==> src/hw/rtl/ksct_pkg.sv <==
// Package for the scan-code set 1 keyboard translator: beat structs, scan and
// command codes, the two layout tables and the queue entry encoding.
// No dependencies.
package ksct_pkg;

	localparam int QUEUE_DEPTH = 32;
	localparam int TOKQ_DEPTH = 2;
	localparam int APB_AW = 3;
	localparam int ENTRY_W = 4;

	localparam logic [0:0] REG_LED_INIT = 1'b0;
	localparam logic CMD_SCAN = 1'b0;

	localparam logic [7:0] SC_BKSP = 8'h0E;
	localparam logic [7:0] SC_TAB = 8'h0F;
	localparam logic [7:0] SC_ENTER = 8'h1C;
	localparam logic [7:0] SC_LSHIFT_MK = 8'h2A;
	localparam logic [7:0] SC_RSHIFT_MK = 8'h36;
	localparam logic [7:0] SC_CAPS = 8'h3A;
	localparam logic [7:0] SC_F1 = 8'h3B;
	localparam logic [7:0] SC_NUM = 8'h45;
	localparam logic [7:0] SC_SCROLL = 8'h46;
	localparam logic [7:0] SC_F11 = 8'h57;
	localparam logic [7:0] SC_LSHIFT_BRK = 8'hAA;
	localparam logic [7:0] SC_RSHIFT_BRK = 8'hB6;
	localparam logic [7:0] KBD_SET_LEDS = 8'hED;
	localparam logic [7:0] KBD_ACK = 8'hFA;
	localparam logic [7:0] KBD_RESEND = 8'hFE;

	localparam logic [2:0] LED_SCROLL = 3'b001;
	localparam logic [2:0] LED_NUM = 3'b010;
	localparam logic [2:0] LED_CAPS = 3'b100;

	// Queue entries hold either the LED command or a 3-bit LED value.
	localparam logic [ENTRY_W-1:0] ENTRY_ED = 4'b1000;

	typedef enum logic [2:0] {
		SK_NONE      = 3'd0,
		SK_BACKSPACE = 3'd1,
		SK_ENTER     = 3'd2,
		SK_TAB       = 3'd3,
		SK_SHIFT_F1  = 3'd4,
		SK_F11       = 3'd5
	} special_t;

	typedef enum logic [1:0] {
		SEND_NONE,
		SEND_RESEND,
		SEND_POP_RAM,
		SEND_POP_ED
	} send_kind_t;

	typedef struct packed {
		logic       cmd;
		logic [7:0] scan_byte;
	} item_t;

	typedef struct packed {
		logic [6:0] char_code;
		logic       char_valid;
		logic [2:0] special_key;
		logic [7:0] kbd_send_byte;
		logic       kbd_send_valid;
		logic [2:0] led_state;
		logic       queue_overflow;
	} result_t;

	typedef struct packed {
		logic [6:0]         char_code;
		logic               char_valid;
		special_t           special_key;
		logic [2:0]         led_state;
		logic               queue_overflow;
		send_kind_t         kind;
		logic [ENTRY_W-1:0] entry;
	} tok_t;

	localparam logic [6:0] PLAIN_MAP [0:127] = '{
		7'h00, 7'h00, 7'h31, 7'h32, 7'h33, 7'h34, 7'h35, 7'h36,
		7'h37, 7'h38, 7'h39, 7'h30, 7'h2D, 7'h5E, 7'h00, 7'h00,
		7'h51, 7'h57, 7'h45, 7'h52, 7'h54, 7'h59, 7'h55, 7'h49,
		7'h4F, 7'h50, 7'h40, 7'h5B, 7'h00, 7'h00, 7'h41, 7'h53,
		7'h44, 7'h46, 7'h47, 7'h48, 7'h4A, 7'h4B, 7'h4C, 7'h3B,
		7'h3A, 7'h00, 7'h00, 7'h5D, 7'h5A, 7'h58, 7'h43, 7'h56,
		7'h42, 7'h4E, 7'h4D, 7'h2C, 7'h2E, 7'h2F, 7'h00, 7'h2A,
		7'h00, 7'h20, 7'h00, 7'h00, 7'h00, 7'h00, 7'h00, 7'h00,
		7'h00, 7'h00, 7'h00, 7'h00, 7'h00, 7'h00, 7'h00, 7'h37,
		7'h38, 7'h39, 7'h2D, 7'h34, 7'h35, 7'h36, 7'h2B, 7'h31,
		7'h32, 7'h33, 7'h30, 7'h2E, 7'h00, 7'h00, 7'h00, 7'h00,
		7'h00, 7'h00, 7'h00, 7'h00, 7'h00, 7'h00, 7'h00, 7'h00,
		7'h00, 7'h00, 7'h00, 7'h00, 7'h00, 7'h00, 7'h00, 7'h00,
		7'h00, 7'h00, 7'h00, 7'h00, 7'h00, 7'h00, 7'h00, 7'h00,
		7'h00, 7'h00, 7'h00, 7'h5C, 7'h00, 7'h00, 7'h00, 7'h00,
		7'h00, 7'h00, 7'h00, 7'h00, 7'h00, 7'h5C, 7'h00, 7'h00
	};

	localparam logic [6:0] SHIFT_MAP [0:127] = '{
		7'h00, 7'h00, 7'h21, 7'h22, 7'h23, 7'h24, 7'h25, 7'h26,
		7'h27, 7'h28, 7'h29, 7'h7E, 7'h3D, 7'h7E, 7'h00, 7'h00,
		7'h51, 7'h57, 7'h45, 7'h52, 7'h54, 7'h59, 7'h55, 7'h49,
		7'h4F, 7'h50, 7'h60, 7'h7B, 7'h00, 7'h00, 7'h41, 7'h53,
		7'h44, 7'h46, 7'h47, 7'h48, 7'h4A, 7'h4B, 7'h4C, 7'h2B,
		7'h2A, 7'h00, 7'h00, 7'h7D, 7'h5A, 7'h58, 7'h43, 7'h56,
		7'h42, 7'h4E, 7'h4D, 7'h3C, 7'h3E, 7'h3F, 7'h00, 7'h2A,
		7'h00, 7'h20, 7'h00, 7'h00, 7'h00, 7'h00, 7'h00, 7'h00,
		7'h00, 7'h00, 7'h00, 7'h00, 7'h00, 7'h00, 7'h00, 7'h37,
		7'h38, 7'h39, 7'h2D, 7'h34, 7'h35, 7'h36, 7'h2B, 7'h31,
		7'h32, 7'h33, 7'h30, 7'h2E, 7'h00, 7'h00, 7'h00, 7'h00,
		7'h00, 7'h00, 7'h00, 7'h00, 7'h00, 7'h00, 7'h00, 7'h00,
		7'h00, 7'h00, 7'h00, 7'h00, 7'h00, 7'h00, 7'h00, 7'h00,
		7'h00, 7'h00, 7'h00, 7'h00, 7'h00, 7'h00, 7'h00, 7'h00,
		7'h00, 7'h00, 7'h00, 7'h5F, 7'h00, 7'h00, 7'h00, 7'h00,
		7'h00, 7'h00, 7'h00, 7'h00, 7'h00, 7'h7C, 7'h00, 7'h00
	};

endpackage

==> src/hw/rtl/keyboard_scancode_translator_core.sv <==
// A result beat passes through the front token register, the back token queue and the result register.
// Throughput: one item per cycle while item_stall is low, set by the decode and queue update.
// The LED command queue sits in two RAM banks so that both bytes of a lock key
// are written in the same cycle. After reset and after each led_init write the block
// loads the two start-up LED command bytes, with item_stall high.
// Reset clears all control state but init_pend, which it sets, and sets led_init to zero.
module keyboard_scancode_translator_core #(
	parameter int QUEUE_DEPTH = ksct_pkg::QUEUE_DEPTH
) (
	input  logic                        clk,
	input  logic                        arst_n,
	input  logic                        item_valid,
	output logic                        item_stall,
	input  ksct_pkg::item_t             item,
	output logic                        result_valid,
	input  logic                        result_stall,
	output ksct_pkg::result_t           result,
	input  logic                        psel,
	input  logic                        penable,
	input  logic                        pwrite,
	input  logic [ksct_pkg::APB_AW-1:0] paddr,
	input  logic [31:0]                 pwdata,
	output logic [31:0]                 prdata,
	output logic                        pready
);

	localparam int CW = $clog2(QUEUE_DEPTH + 1);

	logic           led_init_q;
	logic [2:0]     led_init_r_q;
	logic           reg_hit;
	logic           cfg_wr;
	ksct_pkg::tok_t tok;
	logic           tok_valid;
	logic           tok_room;
	logic           init_pend;
	logic [CW-1:0]  qcount;

	assign pready = 1'b1;
	assign reg_hit = (paddr[ksct_pkg::APB_AW-1:2] == ksct_pkg::REG_LED_INIT);
	assign cfg_wr = psel && penable && pwrite && pready && reg_hit;
	assign prdata = reg_hit ? {29'd0, led_init_r_q} : 32'd0;

	always_ff @(posedge clk or negedge arst_n) begin
		if (!arst_n) begin
			led_init_r_q <= 3'b000;
			led_init_q <= 1'b0;
		end else begin
			led_init_q <= cfg_wr;
			if (cfg_wr) begin
				led_init_r_q <= pwdata[2:0];
			end
		end
	end

	ksct_front #(
		.QUEUE_DEPTH(QUEUE_DEPTH)
	) u_front (
		.clk       (clk),
		.arst_n    (arst_n),
		.item_valid(item_valid),
		.item_stall(item_stall),
		.item      (item),
		.cfg_wr    (cfg_wr),
		.cfg_led   (pwdata[2:0]),
		.tok       (tok),
		.tok_valid (tok_valid),
		.tok_room  (tok_room),
		.init_pend (init_pend),
		.qcount    (qcount)
	);

	ksct_back u_back (
		.clk         (clk),
		.arst_n      (arst_n),
		.tok         (tok),
		.tok_valid   (tok_valid),
		.tok_room    (tok_room),
		.result_valid(result_valid),
		.result_stall(result_stall),
		.result      (result)
	);

	a_cfg_loads_queue: assert property (@(posedge clk) disable iff (!arst_n)
		led_init_q |-> init_pend)
		else $error("led_init write did not start the queue load");

	a_no_beat_during_load: assert property (@(posedge clk) disable iff (!arst_n)
		init_pend |-> item_stall)
		else $error("item beat accepted while the queue is loading");

	a_queue_bound: assert property (@(posedge clk) disable iff (!arst_n)
		qcount <= CW'(QUEUE_DEPTH))
		else $error("LED command queue count beyond its depth");

endmodule

==> src/hw/rtl/ksct_ram.sv <==
// Generic single-write, single-read RAM with a registered read port.
// No dependencies.
module ksct_ram #(
	parameter int WIDTH = 8,
	parameter int DEPTH = 16
) (
	input  logic                     clk,
	input  logic                     we,
	input  logic [$clog2(DEPTH)-1:0] waddr,
	input  logic [WIDTH-1:0]         wdata,
	input  logic                     re,
	input  logic [$clog2(DEPTH)-1:0] raddr,
	output logic [WIDTH-1:0]         rdata
);

	logic [WIDTH-1:0] mem_q [DEPTH];

	always_ff @(posedge clk) begin
		if (we) begin
			mem_q[waddr] <= wdata;
		end
		if (re) begin
			rdata <= mem_q[raddr];
		end
	end

endmodule

==> src/hw/rtl/ksct_front.sv <==
// Front part: accepts beats, decodes scan codes, keeps shift and lock state and
// runs the LED command queue bookkeeping over two banked RAMs.
// Depends on ksct_pkg and ksct_ram.
module ksct_front #(
	parameter int QUEUE_DEPTH = ksct_pkg::QUEUE_DEPTH
) (
	input  logic                               clk,
	input  logic                               arst_n,
	input  logic                               item_valid,
	output logic                               item_stall,
	input  ksct_pkg::item_t                    item,
	input  logic                               cfg_wr,
	input  logic [2:0]                         cfg_led,
	output ksct_pkg::tok_t                     tok,
	output logic                               tok_valid,
	input  logic                               tok_room,
	output logic                               init_pend,
	output logic [$clog2(QUEUE_DEPTH+1)-1:0]   qcount
);

	localparam int AW = $clog2(QUEUE_DEPTH);
	localparam int CW = $clog2(QUEUE_DEPTH + 1);
	localparam int BANK_DEPTH = 2 ** (AW - 1);

	logic [1:0]    shift_q;
	logic [2:0]    leds_q;
	logic          ov_q;
	logic          init_pend_q;
	logic [AW-1:0] head_q;
	logic [AW-1:0] tail_q;
	logic [CW-1:0] count_q;

	ksct_pkg::tok_t tok_s1;
	logic           tok_v_s1;
	logic           bank_s1;

	logic                         accept;
	logic                         scan;
	logic [7:0]                   b;
	logic [6:0]                   ch;
	ksct_pkg::special_t           sk;
	logic [1:0]                   shift_n;
	logic [2:0]                   toggle;
	logic [2:0]                   leds_n;
	logic                         push_req;
	logic                         ok0;
	logic                         ok1;
	logic                         resend;
	logic                         ack;
	logic                         pop;
	logic [CW-1:0]                count_push;
	logic [AW-1:0]                slot1;
	ksct_pkg::send_kind_t         kind;

	logic                                ev_we;
	logic                                od_we;
	logic [AW-2:0]                       ev_wa;
	logic [AW-2:0]                       od_wa;
	logic [ksct_pkg::ENTRY_W-1:0]        ev_wd;
	logic [ksct_pkg::ENTRY_W-1:0]        od_wd;
	logic [ksct_pkg::ENTRY_W-1:0]        ev_rd;
	logic [ksct_pkg::ENTRY_W-1:0]        od_rd;

	assign item_stall = init_pend_q || (tok_v_s1 && !tok_room);
	assign accept = item_valid && !item_stall;
	assign scan = accept && (item.cmd == ksct_pkg::CMD_SCAN);
	assign b = item.scan_byte;

	always_comb begin
		ch = 7'h00;
		if (scan && !b[7]) begin
			ch = (shift_q != 2'b00) ? ksct_pkg::SHIFT_MAP[b[6:0]] : ksct_pkg::PLAIN_MAP[b[6:0]];
			if ((ch inside {[7'h41:7'h5A]}) && (leds_q[2] == (shift_q != 2'b00))) begin
				ch = ch + 7'h20;
			end
		end
	end

	always_comb begin
		sk = ksct_pkg::SK_NONE;
		shift_n = shift_q;
		toggle = 3'b000;
		if (scan) begin
			case (b)
				ksct_pkg::SC_BKSP: sk = ksct_pkg::SK_BACKSPACE;
				ksct_pkg::SC_ENTER: sk = ksct_pkg::SK_ENTER;
				ksct_pkg::SC_TAB: sk = ksct_pkg::SK_TAB;
				ksct_pkg::SC_F1: begin
					if (shift_q != 2'b00) begin
						sk = ksct_pkg::SK_SHIFT_F1;
					end
				end
				ksct_pkg::SC_F11: sk = ksct_pkg::SK_F11;
				ksct_pkg::SC_LSHIFT_MK: shift_n = shift_q | 2'b01;
				ksct_pkg::SC_RSHIFT_MK: shift_n = shift_q | 2'b10;
				ksct_pkg::SC_LSHIFT_BRK: shift_n = shift_q & 2'b10;
				ksct_pkg::SC_RSHIFT_BRK: shift_n = shift_q & 2'b01;
				ksct_pkg::SC_CAPS: toggle = ksct_pkg::LED_CAPS;
				ksct_pkg::SC_NUM: toggle = ksct_pkg::LED_NUM;
				ksct_pkg::SC_SCROLL: toggle = ksct_pkg::LED_SCROLL;
				default: ;
			endcase
		end
	end

	assign leds_n = leds_q ^ toggle;
	assign push_req = init_pend_q || (toggle != 3'b000);
	assign ok0 = push_req && (count_q < CW'(QUEUE_DEPTH));
	assign ok1 = push_req && ((count_q + CW'(ok0)) < CW'(QUEUE_DEPTH));
	assign count_push = count_q + CW'(ok0) + CW'(ok1);

	assign ack = scan && (b == ksct_pkg::KBD_ACK);
	assign resend = scan && (b == ksct_pkg::KBD_RESEND) && ov_q;
	assign pop = accept && !resend && (!ov_q || ack) && (count_push != '0);

	always_comb begin
		if (resend) begin
			kind = ksct_pkg::SEND_RESEND;
		end else if (pop && (count_q == '0)) begin
			kind = ksct_pkg::SEND_POP_ED;
		end else if (pop) begin
			kind = ksct_pkg::SEND_POP_RAM;
		end else begin
			kind = ksct_pkg::SEND_NONE;
		end
	end

	assign slot1 = tail_q + AW'(1);

	always_comb begin
		if (!tail_q[0]) begin
			ev_we = ok0;
			ev_wa = tail_q[AW-1:1];
			ev_wd = ksct_pkg::ENTRY_ED;
			od_we = ok1;
			od_wa = tail_q[AW-1:1];
			od_wd = {1'b0, leds_n};
		end else begin
			od_we = ok0;
			od_wa = tail_q[AW-1:1];
			od_wd = ksct_pkg::ENTRY_ED;
			ev_we = ok1;
			ev_wa = slot1[AW-1:1];
			ev_wd = {1'b0, leds_n};
		end
	end

	ksct_ram #(
		.WIDTH(ksct_pkg::ENTRY_W),
		.DEPTH(BANK_DEPTH)
	) u_bank_even (
		.clk  (clk),
		.we   (ev_we),
		.waddr(ev_wa),
		.wdata(ev_wd),
		.re   (pop),
		.raddr(head_q[AW-1:1]),
		.rdata(ev_rd)
	);

	ksct_ram #(
		.WIDTH(ksct_pkg::ENTRY_W),
		.DEPTH(BANK_DEPTH)
	) u_bank_odd (
		.clk  (clk),
		.we   (od_we),
		.waddr(od_wa),
		.wdata(od_wd),
		.re   (pop),
		.raddr(head_q[AW-1:1]),
		.rdata(od_rd)
	);

	always_ff @(posedge clk or negedge arst_n) begin
		if (!arst_n) begin
			shift_q <= 2'b00;
			leds_q <= 3'b000;
			ov_q <= 1'b0;
			init_pend_q <= 1'b1;
			head_q <= '0;
			tail_q <= '0;
			count_q <= '0;
		end else if (cfg_wr) begin
			leds_q <= cfg_led;
			ov_q <= 1'b0;
			init_pend_q <= 1'b1;
			head_q <= '0;
			tail_q <= '0;
			count_q <= '0;
		end else begin
			init_pend_q <= 1'b0;
			tail_q <= tail_q + AW'(ok0) + AW'(ok1);
			count_q <= count_push - CW'(pop);
			head_q <= head_q + AW'(pop);
			if (accept) begin
				shift_q <= shift_n;
				leds_q <= leds_n;
				ov_q <= (ov_q && !ack) || pop;
			end
		end
	end

	always_ff @(posedge clk or negedge arst_n) begin
		if (!arst_n) begin
			tok_v_s1 <= 1'b0;
		end else if (accept) begin
			tok_v_s1 <= 1'b1;
		end else if (tok_room) begin
			tok_v_s1 <= 1'b0;
		end
	end

	always_ff @(posedge clk) begin
		if (accept) begin
			tok_s1.char_code <= ch;
			tok_s1.char_valid <= (ch != 7'h00);
			tok_s1.special_key <= sk;
			tok_s1.led_state <= leds_n;
			tok_s1.queue_overflow <= push_req && !(ok0 && ok1);
			tok_s1.kind <= kind;
			tok_s1.entry <= '0;
			bank_s1 <= head_q[0];
		end
	end

	always_comb begin
		tok = tok_s1;
		tok.entry = bank_s1 ? od_rd : ev_rd;
	end

	assign tok_valid = tok_v_s1;
	assign init_pend = init_pend_q;
	assign qcount = count_q;

endmodule

==> src/hw/rtl/ksct_back.sv <==
// Back part: a short beat queue from the front, keyboard send byte selection
// with the outstanding byte for resends, and the result output register.
// Depends on ksct_pkg.
module ksct_back (
	input  logic              clk,
	input  logic              arst_n,
	input  ksct_pkg::tok_t    tok,
	input  logic              tok_valid,
	output logic              tok_room,
	output logic              result_valid,
	input  logic              result_stall,
	output ksct_pkg::result_t result
);

	localparam int PW = $clog2(ksct_pkg::TOKQ_DEPTH);
	localparam int NW = $clog2(ksct_pkg::TOKQ_DEPTH + 1);

	ksct_pkg::tok_t    tq_q [ksct_pkg::TOKQ_DEPTH];
	logic [PW-1:0]     wr_q;
	logic [PW-1:0]     rd_q;
	logic [NW-1:0]     cnt_q;
	logic [7:0]        outbyte_q;
	ksct_pkg::result_t res_q;
	logic              res_v_q;

	ksct_pkg::tok_t head;
	logic           push;
	logic           pop;
	logic [7:0]     send;
	logic           send_v;
	logic           take;

	assign tok_room = (cnt_q != NW'(ksct_pkg::TOKQ_DEPTH));
	assign push = tok_valid && tok_room;
	assign pop = (cnt_q != '0) && (!res_v_q || !result_stall);
	assign head = tq_q[rd_q];

	always_comb begin
		send = 8'h00;
		send_v = 1'b0;
		take = 1'b0;
		case (head.kind)
			ksct_pkg::SEND_RESEND: begin
				send = outbyte_q;
				send_v = 1'b1;
			end
			ksct_pkg::SEND_POP_RAM: begin
				send = (head.entry == ksct_pkg::ENTRY_ED) ? ksct_pkg::KBD_SET_LEDS
					: {5'b00000, head.entry[2:0]};
				send_v = 1'b1;
				take = 1'b1;
			end
			ksct_pkg::SEND_POP_ED: begin
				send = ksct_pkg::KBD_SET_LEDS;
				send_v = 1'b1;
				take = 1'b1;
			end
			default: ;
		endcase
	end

	always_ff @(posedge clk or negedge arst_n) begin
		if (!arst_n) begin
			wr_q <= '0;
			rd_q <= '0;
			cnt_q <= '0;
			res_v_q <= 1'b0;
		end else begin
			if (push) begin
				wr_q <= (wr_q == PW'(ksct_pkg::TOKQ_DEPTH - 1)) ? '0 : wr_q + PW'(1);
			end
			if (pop) begin
				rd_q <= (rd_q == PW'(ksct_pkg::TOKQ_DEPTH - 1)) ? '0 : rd_q + PW'(1);
			end
			cnt_q <= cnt_q + NW'(push) - NW'(pop);
			if (pop) begin
				res_v_q <= 1'b1;
			end else if (!result_stall) begin
				res_v_q <= 1'b0;
			end
		end
	end

	always_ff @(posedge clk) begin
		if (push) begin
			tq_q[wr_q] <= tok;
		end
		if (pop) begin
			res_q.char_code <= head.char_code;
			res_q.char_valid <= head.char_valid;
			res_q.special_key <= head.special_key;
			res_q.kbd_send_byte <= send;
			res_q.kbd_send_valid <= send_v;
			res_q.led_state <= head.led_state;
			res_q.queue_overflow <= head.queue_overflow;
			if (take) begin
				outbyte_q <= send;
			end
		end
	end

	assign result_valid = res_v_q;
	assign result = res_q;

endmodule
==> config.mk <==
export PLATFORM = sky130hd
export DESIGN_NAME = keyboard_scancode_translator_core
export DESIGN_NICKNAME = d
export VERILOG_FILES = /design/src/hw/rtl/ksct_pkg.sv /design/src/hw/rtl/keyboard_scancode_translator_core.sv /design/src/hw/rtl/ksct_ram.sv /design/src/hw/rtl/ksct_front.sv /design/src/hw/rtl/ksct_back.sv
export SDC_FILE = /design/constraint.sdc
export NUM_CORES = 1
export LEC_CHECK = 0
export BUFFER_PORTS_ARGS = -buffer_cell sky130_fd_sc_hd__buf_4
export CAP_MARGIN = 20
export CORE_MARGIN = 3
export CORE_UTILIZATION = 57
export DETAILED_ROUTE_END_ITERATION = 8
export GPL_TIMING_DRIVEN = 1
export PLACE_DENSITY = 0.83
export SLEW_MARGIN = 20
export SYNTH_ARGS = -nofsm -noshare
export SYNTH_HDL_FRONTEND = slang
export SYNTH_HIERARCHICAL = 1
export SYNTH_SLANG_ARGS = --single-unit
==> constraint.sdc <==
create_clock -name clk -period 8.3 [get_ports clk]
set_input_delay 0.415 -clock clk [delete_from_list [all_inputs] [get_ports clk]]
set_output_delay 0.415 -clock clk [all_outputs]
set_load 0.02 [all_outputs]
==> impl_metrics.ini, run 1 <==
[run_status]
status = finished, final reports clean

[sta]
tns_ns = 0
fmax_mhz = 162.1
layout_min_cycle_time_ns = 6.170
finClkSkew_ns = 0.01255
worst_pin_slew_ns = 1.075
setup_violations = 0
hold_viol_final = 0
relSlewSlack_pct = 28.19
grt_setup_unrepaired = false
fin_crit_sh_pct = 74.33
maxSlewViolCount = 0

[logic_synthesis]
synth_top_cell_by_area = edfxtp_1
yosysWarnings = 6
synth-edff-count = 228
synthTopCellsByArea = edfxtp_1 (55%), dfrtp_1 (6.2%), mux4_1 (5.9%)
synthCells = 868
synth.distinct_cells = 93
synthArstFlopShare_pct = 12.31
yosysTopAreaCellShare_pct = 55.07
synthFlopType = edfxtp_1
syn_area_um2 = 12430
syn_avg_cell_area_um2 = 14.32
synth_seq_area_share_pct = 61.52
synth_seq_cells = 260

[global_routing]
grt_pass1_vias = 7237
track_usage_pct = 20.72
grt_max_degree = 56
gr-total-overflow = 0
antenna_found_initial = 0
grt_pass1_wl_um = 39320

[placed_design]
numPortBuffers = 48
place_congestion = 0.9070
hpwl_um = 16180

[setup_path]
r2r-start = u_back/cnt_q[0]$_DFF_PN0_
crit_top_cell = ha_1
worstRegToRegCells = 26
r2r_setup_slack_ns = 2.13
crit_slowest_cell = nor2b_1
cp.arrival_ns = 6.54
crit_path_max_fanout = 11
cp.required_ns = 8.67
critPathTopFamily = simple AND/OR/NAND/NOR gates
critPathKind = flop to flop
rr_endpoint = u_front/head_q[4]$_DFF_PN0_
startpoint_type = flop
path_buf_inv = 0
slowest_delay_ns = 0.85
cp-end-kind = flop

[cts]
clock_sinks = 260
cts_buffer_depth = 3
cts_setup_buffers = 0
ctsResizeCount = 0
cts_buffers = 26
clock-root-buffer = clkbuf_16
hold_buffers = 1
cts_tree = yes
clk_pin_slew_ns = 0.06
clk_latency_ns = 0.52
cts_max_level = 1

[power]
p_leak_nw = 4.979
powerDensity_nw_per_um2 = 297.6
internal_power_mw = 2.852
p_sw_mw = 1.216
max-vdd-ir-drop_v = 0.0001471
total_power_mw = 4.067
comb_power_share_pct = 24.6
switching_share_pct = 29.89
seqPwrFrac_pct = 47.3
pwr-share-clk_pct = 28.1

[hold_path]
min-delay-start = pwdata[1]
hp-class = input pin to flop
worstHoldEndpoint = led_init_r_q[1]$_DFFE_PN0P_
min_path_cells = 2

[drt]
route.detailed.drc = 0
drt-total-wl_um = 24850
ant_nets = 0
drt_iter0_markers = 751
via_count = 7368
firstDrtPassIters = 5
drt-wirelength-per-cell_um = 20.64
viasPerCell = 6.120

[floorplan]
die_h_um = 153.7
io_pins = 110
core_region_area_um2 = 21220
fp-row-count = 53
dieArea_um2 = 23620
initial_core_util_pct = 58.59
die_width_um = 153.7

[layout]
diodes = 0
fill_cells = 1464
nNetsFinal = 986
drive_gt1_share_pct = 17.12
area_growth_pct = 9.943

[job]
cap_viol_max_count = 0
flip-flops by register name, summed over array words and instances, names as in the netlist, 2 cells and up:
register,count
u_front/u_bank_even/rdata,4
u_front/u_bank_even/mem_q,64
u_back/result,24
led_init_r_q,3
u_front/tok,17
u_front/leds_q,3
u_front/u_bank_odd/rdata,4
u_front/shift_q,2
u_front/head_q,5
u_front/u_bank_odd/mem_q,64
u_back/tq_q,42
u_back/cnt_q,2
u_back/outbyte_q,8
u_front/tail_q,5
u_front/qcount,6
power groups by stage:
stage	clock network [mW]	registers [mW]	logic (mW)
2_1_floorplan	0	1.96	0.676
3_5_place_dp	0	1.95	0.992
4_1_cts	1.16	1.93	1.01
3_3_place_gp	0	1.93	0.949
5_1_grt	1.22	1.95	1.08
6_report	1.14	1.93	1.00
worst register-to-register path, stage by stage, from the launching register on:
cell      delay, ns
dfrtp_1        0.40
nand2b_1       0.20
nand2b_1       0.17
nor3b_2        0.20
nand2b_1       0.19
or2_2          0.44
a21oi_1        0.15
nor2_1         0.11
nor2_1         0.23
ha_1           0.27
and3_1         0.17
nand3_1        0.17
xnor2_1        0.20
nor2_1         0.17
ha_1           0.19
ha_1           0.18
nand2_1        0.05
o21ai_0        0.19
xor2_1         0.29
nand2b_1       0.19
o41ai_1        0.12
nor2b_1        0.85
ha_1           0.35
ha_1           0.22
nand3_1        0.10
xor2_1         0.17
nor2_1         0.06
logic make-up after synthesis:
group                    count (synthesis)  synth area share [%]
XOR/XNOR                                31                 2.184
buffers and inverters                   93                 4.498
multiplexers                            73                 10.40
other                                    2               0.06040
AO/OA/AOI/OAI                          108                 6.692
AND/OR/NAND/NOR                        275                 11.98
flip-flops                             260                 61.52
adder cells (fa/ha/maj)                 26                 2.677
worst max-delay path by stage:
stage                               from  slack, ns                          end  cells after the start
2_1_floorplan  u_back/cnt_q[1]$_DFF_PN0_       1.54  u_front/head_q[4]$_DFF_PN0_                     27
3_3_place_gp                     item[2]       2.27  u_front/head_q[4]$_DFF_PN0_                     25
3_5_place_dp                     item[2]       2.03  u_front/head_q[4]$_DFF_PN0_                     25
4_1_cts        u_back/cnt_q[0]$_DFF_PN0_       2.17  u_front/head_q[4]$_DFF_PN0_                     26
6_report       u_back/cnt_q[0]$_DFF_PN0_       2.13  u_front/head_q[4]$_DFF_PN0_                     26
5_1_grt                          item[2]       1.57  u_front/head_q[4]$_DFF_PN0_                     25
Yosys cell counts (all sizes together), types with 7 or more instances:
| cell | n |
|---|---|
| edfxtp | 228 |
| nor2 | 74 |
| buf | 52 |
| nand3 | 42 |
| nand2 | 38 |
| mux4 | 32 |
| dfrtp | 31 |
| mux2 | 30 |
| ha | 25 |
| inv | 25 |
| nor2b | 22 |
| a21oi | 21 |
| xnor2 | 19 |
| nand2b | 17 |
| nor3 | 17 |
| clkbuf | 16 |
| o21ai | 16 |
| xor2 | 12 |
| and2 | 11 |
| mux2i | 11 |
| a22oi | 9 |
| a21o | 7 |
| nor3b | 7 |
| o211ai | 7 |
cell usage in the layout, fill, tap and decap left out, drive strengths merged, types with 5 or more instances in the layout:
| cell type | count |
|---|---|
| nor2 | 74 |
| and3 | 6 |
| or2 | 5 |
| mux4 | 32 |
| o21ai | 16 |
| nand4 | 6 |
| dfrtp | 31 |
| nand2 | 38 |
| ha | 25 |
| nor2b | 22 |
| o211ai | 7 |
| nand2b | 17 |
| and2 | 11 |
| conb | 30 |
| buf | 52 |
| xnor2 | 19 |
| nand3 | 42 |
| clkbuf | 30 |
| a21o | 7 |
| inv | 28 |
| nor4 | 6 |
| nor3b | 7 |
| nand3b | 6 |
| a22oi | 9 |
| a21oi | 21 |
| mux2 | 30 |
| nor3 | 17 |
| edfxtp | 228 |
| mux2i | 11 |
| xor2 | 12 |
| clkinv | 13 |
cell type report:
class / count / area (um^2) / area share (%)
Clock buffer: 30 / 696.9 / 5.098
Clock inverter: 18 / 150.1 / 1.098
Inverter: 25 / 93.84 / 0.6865
Multi-Input combinational cell: 543 / 4335 / 31.72
Sequential cell: 260 / 7649 / 55.95
Tap cell: 275 / 344.1 / 2.517
Timing Repair Buffer: 53 / 400.4 / 2.929
routing by layer:
layer / share of wire (%) / track usage (%) / vias up
met4: 2.1 / 5.257 / 0
met1: 42 / 28.91 / 3666
met3: 6.7 / 3.068 / 44
met5: 0 / 0 / -
met2: 49 / 34.80 / 311
li1: - / - / 3347
per-stage QoR:
stage / cell area [um^2] / instances / setup WS [ns] / util (%) / hold WS (ns)
after floorplan: 12540 / 896 / 1.537 / - / 0.1194
after global placement: 12810 / 1155 / 2.272 / 60.38 / 0.3793
after detailed placement: 12810 / 1155 / 2.025 / 60.38 / 0.3765
after CTS: 13670 / 1204 / 2.168 / 64.42 / 0.1371
after global routing: 13670 / 1204 / 1.569 / 64.42 / 0.1343
final: 13670 / 1204 / 2.130 / 64.42 / 0.1540
No activity file was read; power rests on OpenSTA's default activity.
==> run 2: changes to the inputs <==
==> constraint.sdc (replaced) <==
create_clock -name clk -period 5.85 [get_ports clk]
set_input_delay 0.2925 -clock clk [delete_from_list [all_inputs] [get_ports clk]]
set_output_delay 0.2925 -clock clk [all_outputs]
set_load 0.02 [all_outputs]
==> run 2 against run 1 <==
Effect of this change:
- non-clock buffer count rose by 10
- utilization rose by 0.33 points
- combinational power rose by 46%
- fmax rose by 13%
- global-route usage rose by 0.29 points
- count of clock-buffer cells in the layout did not move
- design area rose by 0.51%
- die area did not move
- critical endpoint unchanged
- largest cell class unchanged
- critical path depth did not move
- total power rose by 41%
- wire length rose by 0.61%
==> impl_metrics.ini, run 2 (synthesized netlist as in run 1, its figures left out) <==
[run_status]
status = finished, final reports clean

[drt]
viasPerCell = 6.153
drt-wirelength-per-cell_um = 20.64
firstDrtPassIters = 5
route.detailed.drc = 0
drt-total-wl_um = 25000
via_count = 7451
ant_nets = 0
drt_iter0_markers = 667

[cts]
clk_latency_ns = 0.51
clock_sinks = 260
cts_buffers = 25
cts_buffer_depth = 3
cts_max_level = 1
cts_tree = yes
clk_pin_slew_ns = 0.06
clock-root-buffer = clkbuf_16

[setup_path]
cp.arrival_ns = 5.80
startpoint_type = flop
crit_path_max_fanout = 11
cp-end-kind = flop
cp.required_ns = 6.21
critPathKind = flop to flop

[layout]
diodes = 0
area_growth_pct = 10.51
layout_common_cells = edfxtp_1 (228), nor2_1 (73), buf_4 (62)
reg_top3 = u_front/u_bank_even/mem_q x64, u_front/u_bank_odd/mem_q x64, u_back/tq_q x42
nNetsFinal = 995
layoutNonFillerInstCount = 1211
layout_commonest_cell = edfxtp_1
drive_gt1_share_pct = 18.16
fill_cells = 1429

[floorplan]
dieArea_um2 = 23620
io_pins = 110
initial_core_util_pct = 58.59
die_width_um = 153.7
core_region_area_um2 = 21220
fp-row-count = 53
die_h_um = 153.7

[placed_design]
placed_cells = 1164
dpl_worst_slack_ns = -0.05203
hpwl_um = 16730
numPortBuffers = 48
place_congestion = 0.9427

[global_routing]
track_usage_pct = 21.01
grt_max_degree = 52
gr-total-overflow = 0
grt_pass1_vias = 7174
antenna_found_initial = 0
grt_pass1_wl_um = 39840

[sta]
setup_ws_ns = 0.4049
fin_crit_sh_pct = 93.08
finClkSkew_ns = 0.01640
relSlewSlack_pct = 29.24
tns_ns = 0
layout_min_cycle_time_ns = 5.445
hold_ws_ns = 0.03160
hold_viol_final = 0
worst_pin_slew_ns = 1.061
fmax_mhz = 183.7
maxSlewViolCount = 0
grt_setup_unrepaired = false
setup_violations = 0

[power]
p_leak_nw = 5.019
max-vdd-ir-drop_v = 0.0002697
powerDensity_nw_per_um2 = 417.0

[job]
cap_viol_max_count = 0

[hold_path]
hp-class = input pin to flop
run 2: changes by cell type in the layout (fill, tap and decap cells not counted), sizes merged:
cell    before  now
inv         28   26
buf         52   62
clkinv      13   12
run 2: path summary, 6_finish.rpt:
kind | end | cells after the start | start | slack [ns]
worst max-delay path | u_front/head_q[4]$_DFF_PN0_ | 26 | u_back/cnt_q[1]$_DFF_PN0_ | 0.40
worst min-delay path | u_back/result_valid$_DFFE_PN0P_ | 3 | result_stall | 0.03
worst max register to register | u_front/head_q[4]$_DFF_PN0_ | 26 | u_back/cnt_q[1]$_DFF_PN0_ | 0.40
worst min register to register | u_back/tq_q[0][4]$_DFFE_PP_ | 0 | u_front/tok[4]$_SDFFCE_PP1N_ | 0.45
max in group asynchronous | u_front/init_pend$_DFF_PN1_ | 2 | arst_n | 5.23
min in group asynchronous | u_back/result_valid$_DFFE_PN0P_ | 2 | arst_n | 0.28
run 2: final cells by class:
cell class	count	area, um^2	share of cell area [%]
Clock buffer	30	674.4	4.908
Clock inverter	15	127.6	0.9289
Inverter	25	93.84	0.6830
Multi-Input combinational cell	543	4375	31.85
Sequential cell	260	7649	55.67
Tap cell	275	344.1	2.504
Timing Repair Buffer	63	475.5	3.461
run 2: where the power goes:
| group | switching (mW) | internal (mW) |
|---|---|---|
| clock | 0.637 | 0.909 |
| sequential | 0.202 | 2.52 |
| combinational | 0.865 | 0.594 |
| total | 1.70 | 4.03 |
run 2: metal layers:
metal	vias up	global-route usage (%)	share of wire, %
met3	36	2.646	6.7
met5	-	0	0
met4	0	5.046	2.0
met2	336	34.66	50
li1	3360	-	-
met1	3719	30.35	42
run 2: critical path, cell delays in order, from the launching register on:
cell and delay [ns]:
dfrtp_1 0.41, nand2b_1 0.13, nand2b_1 0.17, nor3b_4 0.25, nand2b_1 0.20, or2_2 0.43, a21oi_1 0.16, nor2_1 0.12
nor2_1 0.17, ha_1 0.22, and3_1 0.16, nand3_1 0.15, xnor2_1 0.21, nor2_1 0.19, ha_1 0.19, ha_1 0.21
nand2_1 0.08, o21ai_0 0.24, xor2_1 0.14, nand2b_1 0.22, o41ai_4 0.39, nor2b_4 0.10, ha_1 0.21, ha_1 0.22
nand3_1 0.11, xor2_1 0.16, nor2_1 0.05
run 2: per-stage QoR:
stage	total power, mW	util (%)	instance area (um^2)
final	5.729	64.75	13740
after global routing	5.991	64.75	13740
after global placement	4.096	60.73	12890
after CTS	5.746	64.56	13700
after detailed placement	4.179	60.73	12890
after floorplan	3.739	-	12550
run 2: what timing repair did:
item	in CTS	in global routing
hold buffers	1	0
buffers inserted	0	1
resized for setup	1	4
endpoints found under the setup margin	3	10
hold endpoints to repair	31	0
